<file path="src/rtl/core/mat_pkg.sv">
// ----------------------------------------------------------------------------
// mat_pkg
// Shared widths, register map and control types of the moving average
// threshold alert block.
// ----------------------------------------------------------------------------
package mat_pkg;

   localparam int DATA_W = 16;
   localparam int CSR_DATA_W = 32;
   localparam int CSR_ADDR_W = 2;

   localparam logic [CSR_ADDR_W-1:0] ADDR_ALERT_THRESHOLD = 2'd0;
   localparam logic signed [DATA_W-1:0] THRESHOLD_RESET = 16'sd6784;

   // Control from the sequencer to the divider.
   typedef struct packed {
      logic start;
   } div_ctrl_type;

   // Status from the divider back to the sequencer.
   typedef struct packed {
      logic busy;
      logic done;
   } div_stat_type;

endpackage

</file>
<file path="src/rtl/core/mat_if.sv">
// ----------------------------------------------------------------------------
// mat_req_if / mat_rsp_if
// Valid/ready channels carrying samples in and averages with alert flags out.
// ----------------------------------------------------------------------------
interface mat_req_if
   import mat_pkg::*;
   ();
   logic                     valid;
   logic                     ready;
   logic signed [DATA_W-1:0] sample;

   modport source (output valid, output sample, input ready);
   modport sink   (input valid, input sample, output ready);
endinterface

interface mat_rsp_if
   import mat_pkg::*;
   ();
   logic                     valid;
   logic                     ready;
   logic signed [DATA_W-1:0] average;
   logic                     alert_active;
   logic                     alert_raised;
   logic                     alert_cleared;

   modport source (output valid, output average, output alert_active,
                   output alert_raised, output alert_cleared, input ready);
   modport sink   (input valid, input average, input alert_active,
                   input alert_raised, input alert_cleared, output ready);
endinterface

</file>
<file path="src/rtl/core/mat_ram.sv">
// ----------------------------------------------------------------------------
// mat_ram
// Generic single-write, single-read RAM with a registered read port.
// ----------------------------------------------------------------------------
module mat_ram #(
   parameter int WIDTH = 16,
   parameter int DEPTH = 10
) (
   input  logic                                   clock,
   input  logic                                   wr_en,
   input  logic [(DEPTH > 1 ? $clog2(DEPTH) : 1)-1:0] wr_addr,
   input  logic [WIDTH-1:0]                       wr_data,
   input  logic [(DEPTH > 1 ? $clog2(DEPTH) : 1)-1:0] rd_addr,
   output logic [WIDTH-1:0]                       rd_data
);

   logic [WIDTH-1:0] mem_ff [DEPTH];
   logic [WIDTH-1:0] rd_data_ff;

   always_ff @(posedge clock) begin
      if (wr_en) begin
         mem_ff[wr_addr] <= wr_data;
      end
      rd_data_ff <= mem_ff[rd_addr];
   end

   assign rd_data = rd_data_ff;

endmodule

</file>
<file path="src/rtl/core/mat_divider.sv">
// ----------------------------------------------------------------------------
// mat_divider
// Restoring unsigned divider producing one quotient bit per cycle.
// ----------------------------------------------------------------------------
module mat_divider
   import mat_pkg::*;
#(
   parameter int DIVIDEND_W = 20,
   parameter int DIVISOR_W  = 4
) (
   input  logic                  clock,
   input  logic                  reset,
   input  div_ctrl_type          ctrl,
   input  logic [DIVIDEND_W-1:0] dividend,
   input  logic [DIVISOR_W-1:0]  divisor,
   output div_stat_type          stat,
   output logic [DIVIDEND_W-1:0] quotient
);

   localparam int STEP_W = $clog2(DIVIDEND_W + 1);

   logic [DIVIDEND_W-1:0] quot_ff, quot_in;
   logic [DIVISOR_W-1:0]  rem_ff, rem_in;
   logic [DIVISOR_W-1:0]  div_ff, div_in;
   logic [STEP_W-1:0]     step_ff, step_in;
   logic                  busy_ff, busy_in;
   logic                  done_ff, done_in;

   logic [DIVISOR_W:0] rem_shift;
   logic [DIVISOR_W:0] rem_diff;
   logic               fits;

   always_comb begin
      rem_shift = {rem_ff, quot_ff[DIVIDEND_W-1]};
      rem_diff  = rem_shift - {1'b0, div_ff};
      fits      = rem_shift >= {1'b0, div_ff};

      quot_in = quot_ff;
      rem_in  = rem_ff;
      div_in  = div_ff;
      step_in = step_ff;
      busy_in = busy_ff;
      done_in = 1'b0;

      if (ctrl.start) begin
         quot_in = dividend;
         rem_in  = '0;
         div_in  = divisor;
         step_in = '0;
         busy_in = 1'b1;
      end else if (busy_ff) begin
         // The remainder stays below the divisor, so it fits the divisor width.
         rem_in  = fits ? rem_diff[DIVISOR_W-1:0] : rem_shift[DIVISOR_W-1:0];
         quot_in = {quot_ff[DIVIDEND_W-2:0], fits};
         step_in = step_ff + 1'b1;
         if (step_ff == STEP_W'(DIVIDEND_W - 1)) begin
            busy_in = 1'b0;
            done_in = 1'b1;
         end
      end
   end

   always_ff @(posedge clock) begin
      if (reset) begin
         busy_ff <= 1'b0;
         done_ff <= 1'b0;
         step_ff <= '0;
      end else begin
         busy_ff <= busy_in;
         done_ff <= done_in;
         step_ff <= step_in;
      end
      quot_ff <= quot_in;
      rem_ff  <= rem_in;
      div_ff  <= div_in;
   end

   assign stat.busy = busy_ff;
   assign stat.done = done_ff;
   assign quotient  = quot_ff;

endmodule

</file>
<file path="src/rtl/core/moving_average_threshold_alert.sv">
// ----------------------------------------------------------------------------
// moving_average_threshold_alert
// Each accepted sample (signed Q8.8) is written into a ring of the last WINDOW
// samples and the running sum is updated; the block then returns the mean over
// the samples seen so far (over WINDOW once the ring has wrapped), truncated
// toward zero, with a latched alert that is set while the mean is strictly
// above alert_threshold and one-transfer pulses when it sets or clears. One
// item is worked on at a time; it passes through a ring read, a sum update, a
// divider start, the restoring divider, which produces one quotient bit per
// cycle over the SUM_W = 16 + clog2(WINDOW) bits of the sum, a state in which
// the divider's done flag is seen and a result state. A finished result waits
// in the output register while the next sample is taken. The threshold
// register sits at byte address 0.
// ----------------------------------------------------------------------------
module moving_average_threshold_alert
   import mat_pkg::*;
#(
   parameter int WINDOW = 10
) (
   input  logic                  clock,
   input  logic                  reset,
   mat_req_if.sink               req_bus,
   mat_rsp_if.source             rsp_bus,
   input  logic                  csr_psel,
   input  logic                  csr_penable,
   input  logic                  csr_pwrite,
   input  logic [CSR_ADDR_W-1:0] csr_paddr,
   input  logic [CSR_DATA_W-1:0] csr_pwdata,
   output logic [CSR_DATA_W-1:0] csr_prdata,
   output logic                  csr_pready
);

   localparam int SUM_W  = DATA_W + $clog2(WINDOW);
   localparam int CNT_W  = $clog2(WINDOW + 1);
   localparam int SLOT_W = (WINDOW > 1) ? $clog2(WINDOW) : 1;

   typedef enum logic [2:0] {
      ST_IDLE,
      ST_READ,
      ST_SUM,
      ST_START,
      ST_DIVIDE,
      ST_FINISH
   } state_type;

   state_type state_ff, state_in;

   logic signed [DATA_W-1:0] threshold_ff, threshold_in;
   logic signed [DATA_W-1:0] sample_ff, sample_in;
   logic signed [SUM_W-1:0]  sum_ff, sum_in;
   logic [SLOT_W-1:0]        slot_ff, slot_in;
   logic                     full_ff, full_in;
   logic [CNT_W-1:0]         count_ff, count_in;
   logic                     latched_ff, latched_in;

   logic                     rsp_valid_ff, rsp_valid_in;
   logic signed [DATA_W-1:0] rsp_average_ff, rsp_average_in;
   logic                     rsp_active_ff, rsp_active_in;
   logic                     rsp_raised_ff, rsp_raised_in;
   logic                     rsp_cleared_ff, rsp_cleared_in;

   logic                     ram_wr_en;
   logic [DATA_W-1:0]        ram_rd_data;
   logic signed [DATA_W-1:0] old_sample;
   logic signed [SUM_W-1:0]  old_ext;
   logic signed [SUM_W-1:0]  new_ext;
   logic                     sum_neg;
   logic [SUM_W-1:0]         sum_mag;
   logic [SUM_W-1:0]         quotient;
   logic [SUM_W-1:0]         mean_wide;
   logic signed [DATA_W-1:0] mean;
   logic                     above;
   logic                     csr_write;

   div_ctrl_type div_ctrl;
   div_stat_type div_stat;

   mat_ram #(
      .WIDTH (DATA_W),
      .DEPTH (WINDOW)
   ) u_ring (
      .clock   (clock),
      .wr_en   (ram_wr_en),
      .wr_addr (slot_ff),
      .wr_data (sample_ff),
      .rd_addr (slot_ff),
      .rd_data (ram_rd_data)
   );

   mat_divider #(
      .DIVIDEND_W (SUM_W),
      .DIVISOR_W  (CNT_W)
   ) u_divider (
      .clock    (clock),
      .reset    (reset),
      .ctrl     (div_ctrl),
      .dividend (sum_mag),
      .divisor  (count_ff),
      .stat     (div_stat),
      .quotient (quotient)
   );

   assign csr_pready = 1'b1;
   assign csr_write  = csr_psel && csr_penable && csr_pwrite;
   assign csr_prdata = (csr_paddr == ADDR_ALERT_THRESHOLD) ?
                       CSR_DATA_W'(threshold_ff) : '0;

   always_comb begin
      // Before the first wrap the slot being overwritten has never been written.
      old_sample = full_ff ? signed'(ram_rd_data) : '0;
      old_ext    = SUM_W'(old_sample);
      new_ext    = SUM_W'(sample_ff);
      sum_neg    = sum_ff[SUM_W-1];
      sum_mag    = sum_neg ? (-sum_ff) : sum_ff;
      mean_wide  = sum_neg ? (-quotient) : quotient;
      mean       = signed'(mean_wide[DATA_W-1:0]);
      above      = mean > threshold_ff;
      ram_wr_en  = (state_ff == ST_SUM);
      div_ctrl.start = (state_ff == ST_START);
   end

   always_comb begin
      state_in       = state_ff;
      threshold_in   = threshold_ff;
      sample_in      = sample_ff;
      sum_in         = sum_ff;
      slot_in        = slot_ff;
      full_in        = full_ff;
      count_in       = count_ff;
      latched_in     = latched_ff;
      rsp_valid_in   = rsp_valid_ff;
      rsp_average_in = rsp_average_ff;
      rsp_active_in  = rsp_active_ff;
      rsp_raised_in  = rsp_raised_ff;
      rsp_cleared_in = rsp_cleared_ff;

      if (csr_write && (csr_paddr == ADDR_ALERT_THRESHOLD)) begin
         threshold_in = signed'(csr_pwdata[DATA_W-1:0]);
      end

      if (rsp_valid_ff && rsp_bus.ready) begin
         rsp_valid_in = 1'b0;
      end

      case (state_ff)
         ST_IDLE: begin
            if (req_bus.valid) begin
               sample_in = req_bus.sample;
               state_in  = ST_READ;
            end
         end
         ST_READ: begin
            state_in = ST_SUM;
         end
         ST_SUM: begin
            sum_in = sum_ff - old_ext + new_ext;
            if (slot_ff == SLOT_W'(WINDOW - 1)) begin
               slot_in  = '0;
               full_in  = 1'b1;
               count_in = CNT_W'(WINDOW);
            end else begin
               slot_in  = slot_ff + 1'b1;
               count_in = full_ff ? CNT_W'(WINDOW) : CNT_W'(slot_ff) + 1'b1;
            end
            state_in = ST_START;
         end
         ST_START: begin
            state_in = ST_DIVIDE;
         end
         ST_DIVIDE: begin
            if (div_stat.done) begin
               state_in = ST_FINISH;
            end
         end
         ST_FINISH: begin
            // Hold the result until the output register has been emptied.
            if (!rsp_valid_ff || rsp_bus.ready) begin
               rsp_valid_in   = 1'b1;
               rsp_average_in = mean;
               rsp_raised_in  = above && !latched_ff;
               rsp_cleared_in = !above && latched_ff;
               rsp_active_in  = above;
               latched_in     = above;
               state_in       = ST_IDLE;
            end
         end
         default: begin
            state_in = ST_IDLE;
         end
      endcase
   end

   always_ff @(posedge clock) begin
      if (reset) begin
         state_ff     <= ST_IDLE;
         threshold_ff <= THRESHOLD_RESET;
         sum_ff       <= '0;
         slot_ff      <= '0;
         full_ff      <= 1'b0;
         count_ff     <= '0;
         latched_ff   <= 1'b0;
         rsp_valid_ff <= 1'b0;
      end else begin
         state_ff     <= state_in;
         threshold_ff <= threshold_in;
         sum_ff       <= sum_in;
         slot_ff      <= slot_in;
         full_ff      <= full_in;
         count_ff     <= count_in;
         latched_ff   <= latched_in;
         rsp_valid_ff <= rsp_valid_in;
      end
      sample_ff      <= sample_in;
      rsp_average_ff <= rsp_average_in;
      rsp_active_ff  <= rsp_active_in;
      rsp_raised_ff  <= rsp_raised_in;
      rsp_cleared_ff <= rsp_cleared_in;
   end

   assign req_bus.ready         = (state_ff == ST_IDLE);
   assign rsp_bus.valid         = rsp_valid_ff;
   assign rsp_bus.average       = rsp_average_ff;
   assign rsp_bus.alert_active  = rsp_active_ff;
   assign rsp_bus.alert_raised  = rsp_raised_ff;
   assign rsp_bus.alert_cleared = rsp_cleared_ff;

endmodule

</file>
<file path="src/flat_wrapper.sv">
// flat-port wrapper written by rule: the top's interface ports become plain ports
module moving_average_threshold_alert_flat import mat_pkg::*;
#(
   parameter int WINDOW = 10
)
  (clock, reset, csr_psel, csr_penable, csr_pwrite, csr_paddr, csr_pwdata, csr_prdata, csr_pready, req_bus_valid, req_bus_sample, req_bus_ready, rsp_bus_valid, rsp_bus_average, rsp_bus_alert_active, rsp_bus_alert_raised, rsp_bus_alert_cleared, rsp_bus_ready);
  mat_req_if req_bus_i ();
  mat_rsp_if rsp_bus_i ();
  input  logic clock;
  input  logic reset;
  input  logic csr_psel;
  input  logic csr_penable;
  input  logic csr_pwrite;
  input  logic [CSR_ADDR_W-1:0] csr_paddr;
  input  logic [CSR_DATA_W-1:0] csr_pwdata;
  output logic [CSR_DATA_W-1:0] csr_prdata;
  output logic csr_pready;
  input wire logic [$bits(req_bus_i.valid)-1:0] req_bus_valid;
  input wire logic [$bits(req_bus_i.sample)-1:0] req_bus_sample;
  output wire logic [$bits(req_bus_i.ready)-1:0] req_bus_ready;
  output wire logic [$bits(rsp_bus_i.valid)-1:0] rsp_bus_valid;
  output wire logic [$bits(rsp_bus_i.average)-1:0] rsp_bus_average;
  output wire logic [$bits(rsp_bus_i.alert_active)-1:0] rsp_bus_alert_active;
  output wire logic [$bits(rsp_bus_i.alert_raised)-1:0] rsp_bus_alert_raised;
  output wire logic [$bits(rsp_bus_i.alert_cleared)-1:0] rsp_bus_alert_cleared;
  input wire logic [$bits(rsp_bus_i.ready)-1:0] rsp_bus_ready;
  assign req_bus_i.valid = req_bus_valid;
  assign req_bus_i.sample = req_bus_sample;
  assign req_bus_ready = req_bus_i.ready;
  assign rsp_bus_valid = rsp_bus_i.valid;
  assign rsp_bus_average = rsp_bus_i.average;
  assign rsp_bus_alert_active = rsp_bus_i.alert_active;
  assign rsp_bus_alert_raised = rsp_bus_i.alert_raised;
  assign rsp_bus_alert_cleared = rsp_bus_i.alert_cleared;
  assign rsp_bus_i.ready = rsp_bus_ready;
  moving_average_threshold_alert #(.WINDOW(WINDOW)) u_core (.clock(clock), .reset(reset), .req_bus(req_bus_i), .rsp_bus(rsp_bus_i), .csr_psel(csr_psel), .csr_penable(csr_penable), .csr_pwrite(csr_pwrite), .csr_paddr(csr_paddr), .csr_pwdata(csr_pwdata), .csr_prdata(csr_prdata), .csr_pready(csr_pready));
endmodule
</file>
<file path="config.mk">
export PLATFORM = sky130hd
export DESIGN_NAME = moving_average_threshold_alert_flat
export DESIGN_NICKNAME = d
export VERILOG_FILES = /design/src/rtl/core/mat_pkg.sv /design/src/rtl/core/mat_if.sv /design/src/rtl/core/mat_ram.sv /design/src/rtl/core/mat_divider.sv /design/src/rtl/core/moving_average_threshold_alert.sv /design/src/flat_wrapper.sv
export SDC_FILE = /design/constraint.sdc
export NUM_CORES = 1
export LEC_CHECK = 0
export ABC_AREA = 1
export BUFFER_PORTS_ARGS = -buffer_cell sky130_fd_sc_hd__buf_2
export CORE_MARGIN = 3
export CORE_UTILIZATION = 55
export CTS_CLUSTER_DIAMETER = 50
export DETAILED_ROUTE_END_ITERATION = 16
export PLACE_DENSITY = 0.74
export SYNTH_ARGS = -nofsm -noshare
export SYNTH_HDL_FRONTEND = slang
export SYNTH_HIERARCHICAL = 1
export SYNTH_SLANG_ARGS = --single-unit
</file>
<file path="constraint.sdc">
create_clock -name clock -period 4.5 [get_ports clock]
set_input_delay 1.125 -clock clock [delete_from_list [all_inputs] [get_ports clock]]
set_output_delay 1.125 -clock clock [all_outputs]
set_load 0.03 [all_outputs]
</file>
==> results by group <==
Worst setup path
  – Crit path capture type: output port
  – Critical path data arrival time: ~2.5 ns
  – Crit path cell chain: buf_2, nor2_1, inv_1, buf_4, nor2_1, buf_2
  – WP data required: between 3 and 4 ns
  – CP max-delay cell: nor2_1
  – Worst path bufs/invs: 4
  – Startpoint types: input port
  – Critical-path maximum fanout: 17
  – Max incr delay on CP: around 0.57 ns
  – Critical path type: input port to output port
  – Top delay family on crit path: simple AND/OR/NAND/NOR gates

Route
  – Drt total wl: about 32 mm
  – DR vias/cell: 5.23
  – Avg WL per Cell: between 15 and 20 um
  – TritonRoute pass-1 iters: 5
  – Initial drt markers: about 820
  – Via count: around 11,000
  – Antenna Violating Nets Remaining: 0
  – Residual DRC: 0

Die
  – Initial core utilization: approximately 57%
  – Die height: between 150 and 200 um
  – CORE AREA: between 20,000 and 30,000 um2
  – # rows: 59
  – I/O pins: roughly 110
  – Die area: slightly below 30,000 um2
  – Chip width: roughly 170 um

STA
  – Worst Tran Pin Value: ~1.2 ns
  – Unrepaired setup endpoints after global routing: false
  – Setup_tns: 0 ns
  – Clk_skew: a little over 0.02 ns
  – Final Hold Vio Count: 0
  – Slew Limit Fails: 0
  – Relative slew slack: 19.4%
  – Count of final setup violators: 0
  – Worst hold slack: ~0.43 ns
  – Fin crit share: between 80% and 90%
  – Final min period: around 3.6 ns
  – Fmax: around 280 MHz

Power and ir drop
  – Pwr dens: roughly 440 nW/um2
  – LEAKAGE: about 7.7 nW
  – Peak supply drop: between 0.0002 and 0.0003 V

CTS
  – Post-CTS Hold Buffers: 0
  – Worst skew pair latency: approximately 0.51 ns
  – Clk buf depth: 3
  – H-tree Lvls: 2
  – CTS tree: done
  – Clock Root Buffer: clkbuf_16
  – TritonCTS Buffers: 34
  – CTS sink count: between 200 and 300
  – Post-CTS sizing: 0
  – Post CTS Setup Buffer Count: 0
  – Reg clk slew, reported paths: roughly 0.06 ns

Synthesis
  – Synth warn: 6
  – Mapped Cells: about 1,700
  – Post-Syn Area: between 10,000 and 15,000 um2
  – Syn Nets: ~1,800
  – Syn Area/Cell: roughly 9 um2

GRT
  – Largest net degree at the start of global routing: 81
  – Global-route wire length before repair: 52.0 mm
  – Vias in the first global route: between 10,000 and 15,000
  – Overflow after GRT: 0
  – Antenna violations before repair: 0
  – Gr usage total: around 22%

Place
  – IO buf count: 93
  – Placer Congestion: between 0.8 and 0.9
  – DP HPWL: ~22 mm

Layout
  – Antenna diode count: 0
  – Area occupied by multi-input gates: 5230 um2
  – Layout area overhead: 11.2%
  – Register area: just over 8000 um2
  – Core Util, Final: between 60% and 70%
  – Final Net Count: around 1,900
  – Fill cell count: between 2,000 and 2,500
  – Layout cell share with drive strength beyond 1: between 10% and 20%

Min path
  – HP Class: register to register

Outcome
  – Status: complete, no violations

Flow run
  – Max Cap Viol: 0
per-layer routing:
layer  wire length [um]  part of all wire [%]  track usage, %  vias to the layer above
met3               1890                   5.9            3.23                       58
met5                  0                     0               0                        -
met4                737                   2.3            6.17                        0
li1                   -                     -               -                     5480
met1              13900                    43            30.2                     5187
met2              15600                    48            37.5                      306
metrics by stage:
step	instances	setup slack (ns)	cell area, um2	power [mW]
after floorplan	1671	0.812	14900	4.42
after global placement	2051	0.939	15600	4.73
after detailed placement	2051	0.865	15600	4.78
after CTS	2111	0.865	16600	7.32
after global routing	2111	0.689	16600	7.68
final	2111	0.894	16600	7.27
state kept, by name (all words and copies together) (netlist names):
signal / cells
u_core/count_ff: 4
u_core/threshold_ff: 16
u_core/u_divider/div_ff: 4
u_core/u_ring/rd_data: 16
u_core/rsp_bus.alert_active: 1
u_core/u_ring/mem_ff: 160
u_core/latched_ff: 1
u_core/sample_ff: 16
u_core/u_divider/busy_ff: 1
u_core/full_ff: 1
u_core/u_divider/done_ff: 1
u_core/rsp_bus.valid: 1
u_core/sum_ff: 20
u_core/u_divider/quotient: 20
u_core/state_ff: 3
u_core/u_divider/step_ff: 5
u_core/rsp_bus.alert_raised: 1
u_core/rsp_bus.alert_cleared: 1
u_core/u_divider/rem_ff: 4
u_core/rsp_bus.average: 16
u_core/slot_ff: 4
power by group:
| part | switching [mW] | internal (mW) |
|---|---|---|
| registers | 0.110 | 3.11 |
| clock network | 1.07 | 1.46 |
| logic | 0.995 | 0.522 |
| total | 2.17 | 5.09 |
path summary, 6_finish.rpt:
kind                                 from                           end  slack [ns]  depth (start not counted)
max                          csr_paddr[1]                csr_prdata[19]        0.89                          6
max reg2reg  u_core/u_divider/quotient[0]  u_core/rsp_bus.alert_cleared        1.32                         18
min reg2reg            u_core/count_ff[1]    u_core/u_divider/div_ff[1]        0.43                          0
min                    u_core/count_ff[1]    u_core/u_divider/div_ff[1]        0.43                          0
layout by cell type, fill, tap and decap left out, types with 2 or more instances in the layout:
cell type and instances:
buf_4 22, o21ai_1 2, edfxtp_1 219, inv_6 3, a31oi_1 3, or2_2 2
clkbuf_16 34, o21ai_0 67, nand4_1 10, a21oi_1 69, nor2_1 149, ha_1 46
nand3_1 149, nand2_1 401, nand3b_1 5, clkbuf_1 7, inv_1 302, fa_1 20
nor3_1 7, clkinv_1 5, clkinv_2 5, dfxtp_1 76, xnor2_1 7, a21o_1 2
nor4_1 2, clkinv_4 3, inv_2 3, o21bai_1 4, o211ai_1 4, buf_2 93
xor2_1 33, a2bb2oi_1 2
layout make-up:
class / count / share of cell area (%)
flip-flops and latches: 296 / 49.0
multi-input cells: 999 / 31.5
inverters: 306 / 6.96
clock buffers: 41 / 5.29
repair buffers: 115 / 3.80
well taps: 335 / 2.53
clock inverters: 19 / 0.921
Note: power is estimated with default switching activity, not from simulation.
